[config.mk]
export PLATFORM = sky130hd
export DESIGN_NAME = query_filter_tokenizer_unit
export DESIGN_NICKNAME = d
export VERILOG_FILES = /design/src/sv/qft_pkg.sv /design/src/sv/qft_front.sv /design/src/sv/qft_fifo.sv /design/src/sv/qft_back.sv /design/src/sv/query_filter_tokenizer_unit.sv
export SDC_FILE = /design/constraint.sdc
export NUM_CORES = 1
export LEC_CHECK = 0
export BUFFER_PORTS_ARGS = -buffer_cell sky130_fd_sc_hd__buf_4
export CAP_MARGIN = 0
export CORE_UTILIZATION = 45
export DETAILED_ROUTE_END_ITERATION = 8
export REMOVE_ABC_BUFFERS = 1
export SLEW_MARGIN = 20
export SYNTH_ARGS = -nofsm -noshare
export SYNTH_HDL_FRONTEND = slang
export SYNTH_SLANG_ARGS = --single-unit
[constraint.sdc]
create_clock -name clk_i -period 5.77 [get_ports clk_i]
set_clock_uncertainty 0.05 [all_clocks]
set_input_delay 0.2885 -clock clk_i [delete_from_list [all_inputs] [get_ports clk_i]]
set_output_delay 0.2885 -clock clk_i [all_outputs]
set_load 0.1 [all_outputs]
[src/sv/qft_pkg.sv]
// Shared types, constants and helper functions for the query filter tokenizer.
// No dependencies; imported by every module of the block.
`timescale 1ns / 1ps
`default_nettype none

package qft_pkg;

  localparam int MAX_WORD   = 16;
  localparam int MAX_TAG    = 64;
  localparam int WCW        = $clog2(MAX_WORD + 1);
  localparam int FIFO_DEPTH = 4;
  localparam int FPW        = $clog2(FIFO_DEPTH);
  localparam int FCW        = $clog2(FIFO_DEPTH + 1);
  localparam int NUM_KW     = 8;

  localparam logic [63:0] MAG_CAP     = 64'h8000_0000_0000_0000;
  localparam logic [63:0] MAG_CAP_M1  = MAG_CAP - 64'd1;
  localparam logic [63:0] MAG_CAP_D10 = MAG_CAP / 64'd10;

  // Byte codes of interest
  localparam logic [7:0] CH_NUL    = 8'h00;
  localparam logic [7:0] CH_SPACE  = 8'h20;
  localparam logic [7:0] CH_LPAREN = 8'h28;
  localparam logic [7:0] CH_RPAREN = 8'h29;
  localparam logic [7:0] CH_PLUS   = 8'h2B;
  localparam logic [7:0] CH_MINUS  = 8'h2D;
  localparam logic [7:0] CH_DOT    = 8'h2E;
  localparam logic [7:0] CH_ZERO   = 8'h30;
  localparam logic [7:0] CH_NINE   = 8'h39;
  localparam logic [7:0] CH_TAB    = 8'h09;
  localparam logic [7:0] CH_CR     = 8'h0D;

  // Keyword text, right-justified; first character in the highest used byte
  localparam logic [63:0] KW_TEXT [NUM_KW] = '{
    64'("not"), 64'("and"), 64'("or"), 64'("priority"),
    64'("lte"), 64'("gte"), 64'("gt"), 64'("lt")
  };
  localparam logic [3:0] KW_LEN [NUM_KW] = '{
    4'd3, 4'd3, 4'd2, 4'd8, 4'd3, 4'd3, 4'd2, 4'd2
  };

  typedef enum logic [3:0] {
    KIND_EOF      = 4'd0,
    KIND_LPAREN   = 4'd1,
    KIND_RPAREN   = 4'd2,
    KIND_TAG_BYTE = 4'd3,
    KIND_TAG_END  = 4'd4,
    KIND_NOT      = 4'd5,
    KIND_AND      = 4'd6,
    KIND_OR       = 4'd7,
    KIND_PRIORITY = 4'd8,
    KIND_LTE      = 4'd9,
    KIND_GTE      = 4'd10,
    KIND_GT       = 4'd11,
    KIND_LT       = 4'd12,
    KIND_INT      = 4'd13,
    KIND_ERROR    = 4'd14
  } qft_kind_e;

  typedef enum logic [1:0] {
    ERR_NONE     = 2'd0,
    ERR_UNKNOWN  = 2'd1,
    ERR_TAG_LONG = 2'd2
  } qft_err_e;

  typedef enum logic [3:0] {
    MODE_IDLE = 4'b0001,
    MODE_WORD = 4'b0010,
    MODE_TAG  = 4'b0100,
    MODE_HALT = 4'b1000
  } qft_mode_e;

  // Integer parse phases
  localparam logic [2:0] NPH_START   = 3'd0;
  localparam logic [2:0] NPH_PLUS    = 3'd1;
  localparam logic [2:0] NPH_MINUS   = 3'd2;
  localparam logic [2:0] NPH_POS     = 3'd3;
  localparam logic [2:0] NPH_NEG     = 3'd4;
  localparam logic [2:0] NPH_POS_END = 3'd5;
  localparam logic [2:0] NPH_NEG_END = 3'd6;
  localparam logic [2:0] NPH_BAD     = 3'd7;

  typedef struct packed {
    qft_kind_e          kind;
    logic signed [63:0] int_value;
    logic [7:0]         tag_byte;
    logic [7:0]         word_length;
    qft_err_e           error_code;
    logic [15:0]        error_position;
    logic               last_result;
  } qft_res_t;

  // Results caused by one byte; second one only valid when two is set
  typedef struct packed {
    qft_res_t r0;
    qft_res_t r1;
    logic     two;
  } qft_pair_t;

  typedef struct packed {
    logic [2:0]  phase;
    logic [63:0] acc;
  } qft_num_t;

  function automatic qft_kind_e qft_kw_kind(input logic [2:0] k);
    qft_kind_e kd;
    case (k)
      3'd0:    kd = KIND_NOT;
      3'd1:    kd = KIND_AND;
      3'd2:    kd = KIND_OR;
      3'd3:    kd = KIND_PRIORITY;
      3'd4:    kd = KIND_LTE;
      3'd5:    kd = KIND_GTE;
      3'd6:    kd = KIND_GT;
      default: kd = KIND_LT;
    endcase
    return kd;
  endfunction

  function automatic logic [7:0] qft_kw_char(input int k, input logic [2:0] i);
    logic [2:0] sel;
    sel = 3'(KW_LEN[k] - {1'b0, i} - 4'd1);
    return KW_TEXT[k][{sel, 3'b000} +: 8];
  endfunction

  // Advance the keyword prefix match by one byte at position cnt
  function automatic logic [NUM_KW-1:0] qft_kw_step(input logic [NUM_KW-1:0] mask,
                                                     input logic [WCW-1:0] cnt,
                                                     input logic [7:0] b);
    logic [NUM_KW-1:0] m;
    for (int k = 0; k < NUM_KW; k++) begin
      m[k] = mask[k] && (cnt < WCW'(KW_LEN[k])) && (b == qft_kw_char(k, cnt[2:0]));
    end
    return m;
  endfunction

  // One byte of strtol-style parsing with magnitude saturation
  function automatic qft_num_t qft_num_feed(input logic [2:0] ph, input logic [63:0] acc,
                                            input logic [7:0] b);
    qft_num_t    o;
    logic        dig;
    logic [63:0] d;
    logic [63:0] v;
    o.phase = ph;
    o.acc   = acc;
    dig     = (b >= CH_ZERO) && (b <= CH_NINE);
    d       = {60'd0, b[3:0]};
    v       = (acc << 3) + (acc << 1) + d;
    case (ph)
      NPH_START: begin
        if (b >= CH_TAB && b <= CH_CR) begin
          o.phase = ph;
        end else if (b == CH_PLUS) begin
          o.phase = NPH_PLUS;
        end else if (b == CH_MINUS) begin
          o.phase = NPH_MINUS;
        end else if (dig) begin
          o.acc   = d;
          o.phase = NPH_POS;
        end else begin
          o.phase = NPH_BAD;
        end
      end
      NPH_PLUS, NPH_MINUS: begin
        if (dig) begin
          o.acc   = d;
          o.phase = (ph == NPH_PLUS) ? NPH_POS : NPH_NEG;
        end else begin
          o.phase = NPH_BAD;
        end
      end
      NPH_POS, NPH_NEG: begin
        if (dig) begin
          if (acc > MAG_CAP_D10) o.acc = MAG_CAP;
          else o.acc = (v > MAG_CAP) ? MAG_CAP : v;
        end else begin
          o.phase = (ph == NPH_POS) ? NPH_POS_END : NPH_NEG_END;
        end
      end
      default: begin
        o.phase = ph;
      end
    endcase
    return o;
  endfunction

endpackage

`default_nettype wire

[src/sv/qft_front.sv]
// Front end: scans query bytes, tracks word/tag/number state, forms result pairs.
// Depends on qft_pkg.
`timescale 1ns / 1ps
`default_nettype none

module qft_front (
  input  wire logic              clk_i,
  input  wire logic              rst_ni,
  input  wire logic              in_valid_i,
  input  wire logic [7:0]        query_byte_i,
  output logic                   pair_valid_o,
  output qft_pkg::qft_pair_t     pair_o
);
  import qft_pkg::*;

  qft_mode_e         mode_q, mode_d;
  logic [WCW-1:0]    wcnt_q, wcnt_d;
  logic [7:0]        tcnt_q, tcnt_d;
  logic [63:0]       acc_q, acc_d;
  logic [2:0]        ph_q, ph_d;
  logic [15:0]       off_q, off_d;
  logic [NUM_KW-1:0] kw_q, kw_d;

  qft_res_t          r0, r1, ir;
  logic              has0, has1, iemit, idle, sep, cont, kw_hit;
  logic [2:0]        kw_idx;
  qft_num_t          feed;
  logic [NUM_KW-1:0] kwm;

  always_comb begin
    mode_d = mode_q;
    wcnt_d = wcnt_q;
    tcnt_d = tcnt_q;
    acc_d  = acc_q;
    ph_d   = ph_q;
    off_d  = off_q;
    kw_d   = kw_q;
    r0     = '0;
    r1     = '0;
    ir     = '0;
    has0   = 1'b0;
    has1   = 1'b0;
    iemit  = 1'b0;
    idle   = 1'b0;
    kw_hit = 1'b0;
    kw_idx = '0;

    sep  = (query_byte_i == CH_SPACE) || (query_byte_i == CH_NUL) ||
           (query_byte_i == CH_LPAREN) || (query_byte_i == CH_RPAREN);
    cont = (mode_q == MODE_WORD) && !sep && (wcnt_q < WCW'(MAX_WORD));
    // a fresh word starts from a clean parser and a full keyword mask
    feed = qft_num_feed(cont ? ph_q : NPH_START, cont ? acc_q : '0, query_byte_i);
    kwm  = qft_kw_step(cont ? kw_q : '1, cont ? wcnt_q : '0, query_byte_i);

    for (int k = NUM_KW - 1; k >= 0; k--) begin
      if (kw_q[k] && (wcnt_q == WCW'(KW_LEN[k]))) begin
        kw_hit = 1'b1;
        kw_idx = 3'(k);
      end
    end

    if (mode_q != MODE_HALT) off_d = off_q + 16'd1;

    case (mode_q)
      MODE_WORD: begin
        if (cont) begin
          wcnt_d = wcnt_q + WCW'(1);
          ph_d   = feed.phase;
          acc_d  = feed.acc;
          kw_d   = kwm;
        end else begin
          has0           = 1'b1;
          r0.word_length = 8'(wcnt_q);
          mode_d         = MODE_IDLE;
          idle           = 1'b1;
          if (kw_hit) begin
            r0.kind = qft_kw_kind(kw_idx);
          end else if (ph_q == NPH_POS || ph_q == NPH_POS_END) begin
            r0.kind      = KIND_INT;
            r0.int_value = (acc_q > MAG_CAP_M1) ? MAG_CAP_M1 : acc_q;
          end else if (ph_q == NPH_NEG || ph_q == NPH_NEG_END) begin
            r0.kind      = KIND_INT;
            r0.int_value = (~acc_q) + 64'd1;
          end else begin
            r0.kind           = KIND_ERROR;
            r0.error_code     = ERR_UNKNOWN;
            r0.error_position = off_q - 16'(wcnt_q) + 16'd1;
            mode_d            = MODE_HALT;
            idle              = 1'b0;
          end
        end
      end
      MODE_TAG: begin
        has0 = 1'b1;
        if (!sep) begin
          if (({1'b0, tcnt_q} + 9'd1) < 9'(MAX_TAG)) begin
            r0.kind     = KIND_TAG_BYTE;
            r0.tag_byte = query_byte_i;
            tcnt_d      = tcnt_q + 8'd1;
          end else begin
            r0.kind           = KIND_ERROR;
            r0.word_length    = tcnt_q;
            r0.error_code     = ERR_TAG_LONG;
            r0.error_position = off_q - {8'd0, tcnt_q} + 16'd1;
            mode_d            = MODE_HALT;
          end
        end else begin
          r0.kind        = KIND_TAG_END;
          r0.word_length = tcnt_q;
          mode_d         = MODE_IDLE;
          idle           = 1'b1;
        end
      end
      MODE_IDLE: begin
        idle = 1'b1;
      end
      default: begin
        idle = 1'b0;
      end
    endcase

    // between tokens
    if (idle) begin
      if (query_byte_i == CH_NUL) begin
        iemit   = 1'b1;
        ir.kind = KIND_EOF;
        mode_d  = MODE_IDLE;
        wcnt_d  = '0;
        tcnt_d  = '0;
        acc_d   = '0;
        ph_d    = NPH_START;
        off_d   = '0;
      end else if (query_byte_i == CH_LPAREN) begin
        iemit          = 1'b1;
        ir.kind        = KIND_LPAREN;
        ir.word_length = 8'd1;
      end else if (query_byte_i == CH_RPAREN) begin
        iemit          = 1'b1;
        ir.kind        = KIND_RPAREN;
        ir.word_length = 8'd1;
      end else if (query_byte_i == CH_DOT) begin
        mode_d = MODE_TAG;
        tcnt_d = '0;
      end else if (query_byte_i != CH_SPACE) begin
        mode_d = MODE_WORD;
        wcnt_d = WCW'(1);
        ph_d   = feed.phase;
        acc_d  = feed.acc;
        kw_d   = kwm;
      end
      if (iemit) begin
        if (has0) begin
          r1   = ir;
          has1 = 1'b1;
        end else begin
          r0   = ir;
          has0 = 1'b1;
        end
      end
    end

    r0.last_result = !has1;
    r1.last_result = 1'b1;
  end

  assign pair_valid_o = in_valid_i && has0;
  assign pair_o       = '{r0: r0, r1: r1, two: has1};

  always_ff @(posedge clk_i or negedge rst_ni) begin
    if (!rst_ni) begin
      mode_q <= MODE_IDLE;
      wcnt_q <= '0;
      tcnt_q <= '0;
      acc_q  <= '0;
      ph_q   <= NPH_START;
      off_q  <= '0;
      kw_q   <= '0;
    end else if (in_valid_i) begin
      mode_q <= mode_d;
      wcnt_q <= wcnt_d;
      tcnt_q <= tcnt_d;
      acc_q  <= acc_d;
      ph_q   <= ph_d;
      off_q  <= off_d;
      kw_q   <= kw_d;
    end
  end

  // once halted, only reset leaves the halt
  a_halt_sticky: assert property (@(posedge clk_i) disable iff (!rst_ni)
    (mode_q == MODE_HALT) |=> (mode_q == MODE_HALT))
    else $error("halt left without reset");

  a_word_bound: assert property (@(posedge clk_i) disable iff (!rst_ni)
    (wcnt_q <= WCW'(MAX_WORD)))
    else $error("word count beyond limit");

  a_tag_bound: assert property (@(posedge clk_i) disable iff (!rst_ni)
    ({1'b0, tcnt_q} < 9'(MAX_TAG)))
    else $error("tag count beyond limit");

endmodule

`default_nettype wire

[src/sv/qft_fifo.sv]
// Short queue of result pairs between the front end and the output stage.
// Depends on qft_pkg.
`timescale 1ns / 1ps
`default_nettype none

module qft_fifo (
  input  wire logic               clk_i,
  input  wire logic               rst_ni,
  input  wire logic               wr_i,
  input  wire qft_pkg::qft_pair_t wdata_i,
  input  wire logic               rd_i,
  output logic                    full_o,
  output logic                    empty_o,
  output qft_pkg::qft_pair_t      rdata_o
);
  import qft_pkg::*;

  qft_pair_t      mem_q [FIFO_DEPTH];
  logic [FPW-1:0] wptr_q, wptr_d, rptr_q, rptr_d;
  logic [FCW-1:0] cnt_q, cnt_d;
  logic           do_wr, do_rd;

  assign full_o  = (cnt_q == FCW'(FIFO_DEPTH));
  assign empty_o = (cnt_q == '0);
  assign rdata_o = mem_q[rptr_q];
  assign do_wr   = wr_i && !full_o;
  assign do_rd   = rd_i && !empty_o;

  always_comb begin
    wptr_d = do_wr ? wptr_q + FPW'(1) : wptr_q;
    rptr_d = do_rd ? rptr_q + FPW'(1) : rptr_q;
    cnt_d  = cnt_q + FCW'(do_wr) - FCW'(do_rd);
  end

  always_ff @(posedge clk_i or negedge rst_ni) begin
    if (!rst_ni) begin
      wptr_q <= '0;
      rptr_q <= '0;
      cnt_q  <= '0;
    end else begin
      wptr_q <= wptr_d;
      rptr_q <= rptr_d;
      cnt_q  <= cnt_d;
    end
  end

  always_ff @(posedge clk_i) begin
    if (do_wr) mem_q[wptr_q] <= wdata_i;
  end

  a_no_overflow: assert property (@(posedge clk_i) disable iff (!rst_ni)
    !(wr_i && full_o))
    else $error("pair queue written while full");

  a_ptr_track: assert property (@(posedge clk_i) disable iff (!rst_ni)
    (cnt_q == '0) |-> (wptr_q == rptr_q))
    else $error("pointers disagree with fill count");

endmodule

`default_nettype wire

[src/sv/qft_back.sv]
// Output stage: takes result pairs from the queue and hands them out one at a time.
// Depends on qft_pkg.
`timescale 1ns / 1ps
`default_nettype none

module qft_back (
  input  wire logic               clk_i,
  input  wire logic               rst_ni,
  input  wire logic               fifo_empty_i,
  input  wire qft_pkg::qft_pair_t fifo_rdata_i,
  output logic                    fifo_rd_o,
  input  wire logic               pop_i,
  output logic                    empty_o,
  output qft_pkg::qft_res_t       res_o
);
  import qft_pkg::*;

  qft_pair_t head_q;
  logic      hv_q, hv_d;
  logic      idx_q, idx_d;
  logic      done, advance;

  assign done      = idx_q || !head_q.two;
  assign advance   = !hv_q || (pop_i && done);
  assign fifo_rd_o = advance && !fifo_empty_i;
  assign empty_o   = !hv_q;
  assign res_o     = idx_q ? head_q.r1 : head_q.r0;

  always_comb begin
    hv_d  = hv_q;
    idx_d = idx_q;
    if (advance) begin
      hv_d  = !fifo_empty_i;
      idx_d = 1'b0;
    end else if (pop_i) begin
      idx_d = 1'b1;
    end
  end

  always_ff @(posedge clk_i or negedge rst_ni) begin
    if (!rst_ni) begin
      hv_q  <= 1'b0;
      idx_q <= 1'b0;
    end else begin
      hv_q  <= hv_d;
      idx_q <= idx_d;
    end
  end

  always_ff @(posedge clk_i) begin
    if (fifo_rd_o) head_q <= fifo_rdata_i;
  end

  // the second slot is only ever shown for a pair that carries two results
  a_idx_two: assert property (@(posedge clk_i) disable iff (!rst_ni)
    (hv_q && idx_q) |-> head_q.two)
    else $error("second result shown for single-result pair");

endmodule

`default_nettype wire

[src/sv/query_filter_tokenizer_unit.sv]
// Query filter tokenizer: one query byte in per cycle while not full, tokens out one per
// cycle while pop is held and results wait. Each result passes the pair queue and then the
// output stage's head register. Throughput: one byte per cycle while each byte yields at
// most one token and results are popped; a two-token byte gives two results, one per pop,
// absorbed by a four-pair queue. Asynchronous active-low reset returns to idle between tokens.
// Depends on qft_pkg, qft_front, qft_fifo, qft_back.
`timescale 1ns / 1ps
`default_nettype none

module query_filter_tokenizer_unit (
  input  wire logic        clk_i,
  input  wire logic        rst_ni,
  input  wire logic        push,
  output logic             full,
  input  wire logic [7:0]  query_byte_i,
  output logic             empty,
  input  wire logic        pop,
  output logic [3:0]       token_kind_o,
  output logic signed [63:0] int_value_o,
  output logic [7:0]       tag_byte_o,
  output logic [7:0]       word_length_o,
  output logic [1:0]       error_code_o,
  output logic [15:0]      error_position_o,
  output logic             last_result_o
);
  import qft_pkg::*;

  logic      in_acc, pair_valid, fifo_empty, fifo_rd;
  qft_pair_t pair, fifo_rdata;
  qft_res_t  res;

  assign in_acc = push && !full;

  qft_front u_front (
    .clk_i        (clk_i),
    .rst_ni       (rst_ni),
    .in_valid_i   (in_acc),
    .query_byte_i (query_byte_i),
    .pair_valid_o (pair_valid),
    .pair_o       (pair)
  );

  qft_fifo u_fifo (
    .clk_i   (clk_i),
    .rst_ni  (rst_ni),
    .wr_i    (pair_valid),
    .wdata_i (pair),
    .rd_i    (fifo_rd),
    .full_o  (full),
    .empty_o (fifo_empty),
    .rdata_o (fifo_rdata)
  );

  qft_back u_back (
    .clk_i        (clk_i),
    .rst_ni       (rst_ni),
    .fifo_empty_i (fifo_empty),
    .fifo_rdata_i (fifo_rdata),
    .fifo_rd_o    (fifo_rd),
    .pop_i        (pop),
    .empty_o      (empty),
    .res_o        (res)
  );

  assign token_kind_o     = res.kind;
  assign int_value_o      = res.int_value;
  assign tag_byte_o       = res.tag_byte;
  assign word_length_o    = res.word_length;
  assign error_code_o     = res.error_code;
  assign error_position_o = res.error_position;
  assign last_result_o    = res.last_result;

endmodule

`default_nettype wire

# After elaboration in Yosys (flattened, before gate mapping)
# Memory sizes are Yosys's and may differ from the RTL's. A register that Yosys moved wholly into a read port is not among the register bits.
# Index checks and enable logic that the tools add are counted.
# W data, S select, Z words.
[classes] addsub=21 magnitude_cmp=12 eq_ne=37 shift=8 mux=150 bitwise=1 n_reduce_logical=54
[ops] operator="$mux W64" count=20
[ops] operator="$mux W103" count=7
[ops] operator="$shiftx A64 B7 Y8 const A" count=8
[ops] operator="$pmux W64 S3" count=1
[ops] operator="$mux W8" count=23
[ops] operator="$mux W3" count=24
[ops] operator="$mux W4" count=17
[ops] operator="$mux W68" count=1
[ops] operator="$mux W66" count=1
[ops] operator="$add A64 B1 Y64 const B" count=1
[ops] operator="$add A64 B4 Y64" count=1
[ops] operator="$add A64 B64 Y64" count=1
[ops] operator="$eq A8 B8 Y1" count=8
[ops] operator="$gt A64 B60 Y1 const B" count=1
[ops] operator="$gt A64 B63 Y1 const B" count=1
[ops] operator="$gt A64 B64 Y1 const B" count=1
[ops] operator="$not A64 Y64" count=1
[ops] operator="$mux W18" count=3
[ops] operator="$pmux W26 S2" count=1
[ops] operator="$add A16 B1 Y16 const B" count=3
[ops] operator="$eq A8 B6 Y1 const B" count=6
[ops] operator="$mux W16" count=3
[ops] operator="$mux W5" count=9
[ops] operator="$logic_and A1 B1 Y1" count=34
[ops] operator="other kinds (45)" count=107
[word_totals] register_bits=118 ram_bits=824 elab_cells=297 memories=1
[memory_table] name="u_fifo.mem_q" words=4 width=206 rd=1 rd_clocked_by_memory_dff=1 write_ports=1 line="qft_fifo.sv:18" rtl="qft_pair_t mem_q [FIFO_DEPTH];"

# Depth between registers and ports, before layout
[logic_depth] word_depth=23 ltp_mapped=27 ltp_nobuf=21

# Modules after synthesis
# Synthesis repeated with hierarchy kept, for this count alone.
[hier_totals] hier_cells=3783 hier_area_um2=54624.9
[modules_own_cells] module="qft_fifo" instances=1 cells_each=1122 area_per_inst_um2=30244.0 seq_area_each_um2=25039.0
[modules_own_cells] module="qft_front" instances=1 cells_each=2328 area_per_inst_um2=16607.2 seq_area_each_um2=2703.8
[modules_own_cells] module="qft_back" instances=1 cells_each=332 area_per_inst_um2=7759.9 seq_area_each_um2=6266.0
[modules_own_cells] module="query_filter_tokenizer_unit" instances=1 cells_each=1 area_per_inst_um2=13.8 seq_area_each_um2=0.0

# Worst setup path after synthesis
# OpenSTA, ideal clock, no wires.
[synth_path] path_type="input port to flip-flop" startpoint="input query_byte_i[5]" endpoint="register u_front.acc_q[29]" setup_ns=0.077 t_arrival_ns=6.272 required_ns=5.643 slack_ns=-0.629 cell_stages=26 path_buffers=8 cell_sequence="clkbuf_1 and2_0 o211a_1 nor3_1 clkbuf_1 clkbuf_1 clkbuf_1 clkbuf_1 and2_1 ha_1 ha_1 buf_2 nand2_1 nor4_1 nand3_1 a311oi_1 nor3_1 xnor2_1 or4_1 or4_1 nor4_1 a21o_1 buf_2 buf_2 nand3_1 a21oi_1"
[synth_via] elab_chain_cells=23
[synth_rtl] element="start: declaration" line="query_filter_tokenizer_unit.sv:15" rtl="input wire logic [7:0] query_byte_i,"
[synth_rtl] element="$eq A8 B6 Y1 / $logic_not A8 Y1 (equally long branches)" line="qft_front.sv:48, qft_front.sv:124"
[synth_rtl] element="$logic_or A1 B1 Y1 (2 in a row)" line="qft_front.sv:48" rtl="sep = (query_byte_i == CH_SPACE) || (query_byte_i == CH_NUL) ||"
[synth_rtl] element="$logic_or A1 B1 Y1" line="qft_front.sv:49" rtl="(query_byte_i == CH_LPAREN) || (query_byte_i == CH_RPAREN);"
[synth_rtl] element="$logic_not A1 Y1" line="qft_front.sv:50" rtl="cont = (mode_q == MODE_WORD) && !sep && (wcnt_q < WCW'(MAX_WORD));"
[synth_rtl] element="$logic_and A1 B1 Y1 (2 in a row)" line="qft_front.sv:50"
[synth_rtl] element="$mux W64" line="qft_front.sv:52" rtl="feed = qft_num_feed(cont ? ph_q : NPH_START, cont ? acc_q : '0, query_byte_i);"
[synth_rtl] element="$add A64 B64 Y64" line="qft_pkg.sv:148" rtl="v = (acc << 3) + (acc << 1) + d;"
[synth_rtl] element="$add A64 B4 Y64" line="qft_pkg.sv:148"
[synth_rtl] element="[5 not listed]"
[synth_rtl] element="$mux W64" line="qft_front.sv:66" rtl="if (cont) begin"
[synth_rtl] element="$mux W64" line="qft_front.sv:64" rtl="case (mode_q)"
[synth_rtl] element="$mux W64" line="qft_front.sv:144" rtl="end else if (query_byte_i != CH_SPACE) begin"
[synth_rtl] element="$mux W64" line="qft_front.sv:141" rtl="end else if (query_byte_i == CH_DOT) begin"
[synth_rtl] element="$mux W64" line="qft_front.sv:137" rtl="end else if (query_byte_i == CH_RPAREN) begin"
[synth_rtl] element="$mux W64" line="qft_front.sv:133" rtl="end else if (query_byte_i == CH_LPAREN) begin"
[synth_rtl] element="$mux W64" line="qft_front.sv:124" rtl="if (query_byte_i == CH_NUL) begin"
[synth_rtl] element="$mux W64 *" line="qft_front.sv:123" rtl="if (idle) begin"
[synth_rtl] element="end signal: assignment" line="qft_front.sv:174" rtl="acc_q <= '0;"
[synth_rtl] element="end signal: assignment" line="qft_front.sv:182" rtl="acc_q <= acc_d;"
[synth_rtl] element="end: declaration" line="qft_front.sv:19" rtl="logic [63:0] acc_q, acc_d;"
# Every way passes the cells marked *; elsewhere a longest branch is shown, timed or not.
# A chain may end at the register's enable or synchronous reset.

# Final worst setup path
[layout_path] startpoint="register u_front.mode_q[3]" endpoint="register u_front.acc_q[8]"
[layout_via] elab_chain_cells=19
[layout_rtl] element="start: declaration" line="qft_front.sv:16" rtl="qft_mode_e mode_q, mode_d;"
[layout_rtl] element="start signal: assignment" line="qft_front.sv:179" rtl="mode_q <= mode_d;"
[layout_rtl] element="$eq A4 B2 Y1" line="qft_front.sv:50, qft_front.sv:64"
[layout_rtl] element="$logic_and A1 B1 Y1 (2 in a row)" line="qft_front.sv:50"
[layout_rtl] element="$mux W64" line="qft_front.sv:52"
[layout_rtl] element="$add A64 B64 Y64" line="qft_pkg.sv:148"
[layout_rtl] element="$add A64 B4 Y64" line="qft_pkg.sv:148"
[layout_rtl] element="$gt A64 B64 Y1" line="qft_pkg.sv:175" rtl="else o.acc = (v > MAG_CAP) ? MAG_CAP : v;"
[layout_rtl] element="$mux W64" line="qft_pkg.sv:175"
[layout_rtl] element="$mux W64" line="qft_pkg.sv:174" rtl="if (acc > MAG_CAP_D10) o.acc = MAG_CAP;"
[layout_rtl] element="[2 not listed]"
[layout_rtl] element="$mux W64" line="qft_front.sv:66"
[layout_rtl] element="$mux W64" line="qft_front.sv:64"
[layout_rtl] element="$mux W64" line="qft_front.sv:144"
[layout_rtl] element="$mux W64" line="qft_front.sv:141"
[layout_rtl] element="$mux W64" line="qft_front.sv:137"
[layout_rtl] element="$mux W64" line="qft_front.sv:133"
[layout_rtl] element="$mux W64" line="qft_front.sv:124"
[layout_rtl] element="$mux W64 *" line="qft_front.sv:123"
# Marked as above.

==> impl_results.md <==
* Max clock buf depth at 3
* Root buffer cell: clkbuf_16
* Top library cells by usage in the layout, fill and taps aside: buf_4 (566), edfxtp_1 (535), nor2_1 (266), nand2_1 (266), a21oi_1 (176)
* First-pass GRT wire length at 161 mm
* Horizontal die dimension at 285 microns
* Worst EP required at 6.23 ns
* Distinct cell type count after synthesis at 89
* Gate Count Post-Synth at 3167
* Peak supply drop at 305 uV
* Number of enable flip-flop cells after synthesis at 535
* Number of hold violations in the final report at 0
* Total DRC errors in the routed layout at 0
* Clock latency on the worst-skew pair at 0.62 ns
* Highest net fanout along the worst path at 11
* Remaining number of nets flagged by the antenna check after routing at 0
* Total leakage power at 17.4 nW
* Total wirelength of the detailed-routed design at 104 mm
* Number of primary I/O pins at 117
* Share of layout cells above drive strength 1 at 26.5%
* Part of the Yosys area used for sequential elements at 52.6%
* Ant. Diodes at 0
* Setup TNS at 0 ns
* Std-Cell Core Area at 0.0791 sq mm
* Average routed wire per standard cell at 22.0 microns
* Clock sinks at 652
* Post-Synthesis Mean Instance Area at 11.4 sq um
* Number of pins with negative max-slew slack in the final report at 0
* Met1 layer usage reported by global route at 38.1%
* Placed Area at 0.0412 sq mm
* Number of warnings reported in the yosys synthesis log at 0
* Number of global-route vias before repair at 27400
* Filler instances at 6689
* Die span in y at 285 microns
* Power density over the cells at 417 mW/mm^2
* Slew margin rel. at 28.4%
* Cell area after synthesis at 0.0361 sq mm
* Count of final setup violators at 0
* Last weighted congestion value of the routability-driven placer at 0.953
* First-pass iteration count of the detailed router at 6
* Clock H-tree levels at 3
* GRT Overall Usage at 25.4%
* Port Buffer Count at 116
* HP Class: input pin to register
* Worst R2R Setup Slack at 0.16 ns
* Critical path launch point type: register
* Pin count of the biggest net entering global routing at 97
* Fraction of registers with async set/reset at 17.9%
* Max Clk Rate at 178 MHz
* Post-synth top flop: edfxtp_1
* Row cnt at 103
* Commonest non-fill, non-tap cell in the layout: buf_4
* Total overflow reported by the global router at 0
* Minimum period implied by the final worst setup slack at 5.61 ns
* Total of flip-flops plus latches after synthesis at 652
* Global routing met2 resource utilization at 39.4%
* Count of routing violations after the opening detailed-route iteration at 2263
* Cts bufs inserted at 71
* Number of nets in the layout at 3851
* Outcome: complete, no violations
* Kind of end point of the critical path: register
* Number of max-cap violations at 0
* Path type of the worst setup path: register to register
* Arrival time worst endpoint at 6.07 ns
* Starting Density at 45.6%
* DR vias/cell at 5.88
* TritonCTS clock tree: yes
* Gr busiest metal: met2
* Final instance area at 0.0444 sq mm
* Area growth from synthesis to layout at 23.1%
* Number of antenna violations at the first check in global routing at 1
* Total Die Area at 0.0814 sq mm
* Hpwl dp at 75.3 mm
* Total via count in the routed design at 27900
* Worst Max-Slew Pin Slew at 1.07 ns
* Clk slew on worst S/H paths at 0.06 ns
* GRT met3 Usage at 2.80%
* Final period util at 97.3%
[per-stage QoR]
stage	hold slack (ns)	setup slack (ns)	util (%)	total power, mW	instances
CTS	0.0301	0.0000835	55.2	18.5	4736
global route	0.0736	-0.0764	56.2	19.4	4745
global placement	0.344	-0.351	52.0	13.9	4599
detailed placement	0.360	-0.381	52.1	14.0	4600
floorplan	-0.0571	-3.68	-	11.9	2980
finish	0.0761	0.158	56.2	18.5	4745
[worst max-delay path, cell delays in order, from the launching register on]
cell      delay (ns)
dfrtp_1         0.40
nor2_2          0.11
nand3b_1        0.20
nor3_2          0.24
buf_4           0.19
buf_4           0.17
and2_1          0.18
ha_1            0.25
ha_1            0.39
nand3_1         0.15
o221ai_2        0.26
a21oi_1         0.11
buf_4           0.16
buf_4           0.14
xor2_1          0.26
nand4b_1        0.16
nor4_2          0.33
nand4_1         0.20
or4_1           0.56
nor4_4          0.27
a21o_4          0.24
nand3_4         0.10
buf_4           0.19
o32ai_2         0.19
[sequential cells by signal, summed over array words and instances, names as in the netlist]
signal / cells
u_front.ph_q: 3
u_fifo.cnt_q: 3
u_front.acc_q: 64
u_back.idx_q: 1
u_front.wcnt_q: 5
u_front.kw_q: 8
u_front.tcnt_q: 8
u_fifo.mem_q: 428
u_fifo.rptr_q: 2
u_front.off_q: 16
u_fifo.wptr_q: 2
u_back.head_q: 107
u_back.hv_q: 1
u_front.mode_q: 4
[power by group]
group | internal [mW] | switching (mW) | total, mW
clock network | 2.61 | 1.83 | 4.44
registers | 5.74 | 0.476 | 6.22
logic | 2.58 | 5.29 | 7.86
[metal layers]
metal	routed length, microns	part of all wire, %	vias to the layer above
met1	49100	47	13900
li1	-	-	12900
met3	5880	5.6	148
met2	47400	45	944
met4	2020	1.9	0
met5	0	0	-
[logic make-up after synthesis]
logic type	count (synthesis)	synth area share [%]
buffers and inverters	277	2.92
AOI/OAI and AO/OA	755	13.4
and+or+nand+nor	1066	14.7
xor gates and xnor gates	101	2.45
DFF	652	52.6
adders and majority gates	199	6.98
muxes	117	6.96
[cells in the mapped netlist, types with 8 or more instances]
library cell | n | area, sq um
or4_1 | 11 | 82.6
a21o_1 | 35 | 263
a22oi_1 | 10 | 75.1
o21bai_1 | 19 | 143
nor3_1 | 60 | 300
dfrtp_1 | 116 | 2900
nand2_1 | 270 | 1010
or3_1 | 23 | 144
a21oi_1 | 207 | 1040
or2_2 | 13 | 81.3
a22o_1 | 13 | 114
o22a_1 | 8 | 70.1
a211o_1 | 8 | 70.1
o21ai_1 | 12 | 60.1
nor2_1 | 279 | 1050
o2111ai_1 | 24 | 210
nand2b_1 | 15 | 93.8
nor2b_1 | 126 | 788
a21boi_0 | 8 | 60.1
buf_1 | 19 | 71.3
nand4_1 | 42 | 263
o31ai_1 | 16 | 120
and2_1 | 77 | 482
inv_1 | 88 | 330
edfxtp_1 | 535 | 16100
o21a_1 | 14 | 105
o21ai_0 | 179 | 896
a311oi_1 | 14 | 123
nand3_1 | 53 | 265
clkbuf_1 | 161 | 604
a31oi_1 | 39 | 244
nor4_1 | 28 | 175
o211ai_1 | 18 | 135
xnor2_1 | 73 | 639
xor2_1 | 28 | 245
ha_1 | 195 | 2440
o22ai_1 | 19 | 119
and3_1 | 27 | 169
a221oi_1 | 41 | 359
mux4_2 | 107 | 2410
a211oi_1 | 21 | 158
[path summary, 6_finish.rpt]
check | startpoint | end | cells after the start
max | u_front.mode_q[3] | u_front.acc_q[8] | 23
min | query_byte_i[3] | u_fifo.mem_q[0][133] | 2
max reg2reg | u_front.mode_q[3] | u_front.acc_q[8] | 23
min reg2reg | u_fifo.cnt_q[2] | u_fifo.cnt_q[2] | 1
max in group asynchronous | rst_ni | u_front.acc_q[53] | 3
min in group asynchronous | rst_ni | u_front.off_q[7] | 2
[final cells by class]
class	count	area [sq um]	share of cell area [%]
Timing Repair Buffer	587	4610	10.4
Tap cell	1050	1310	2.96
Clock buffer	102	2000	4.49
Sequential cell	652	19000	42.8
Inverter	90	338	0.760
Multi-Input combinational cell	2238	16900	38.0
Clock inverter	26	302	0.678
[timing repair]
item | CTS | global route
pin swaps | 6 | 28
hold endpoints to repair | 51 | 0
gates resized for setup | 29 | 163
endpoints found under the setup margin | 61 | 61
buffers inserted | 6 | 9
hold buffers | 2 | 0
Note: power is estimated with default switching activity, not from simulation.
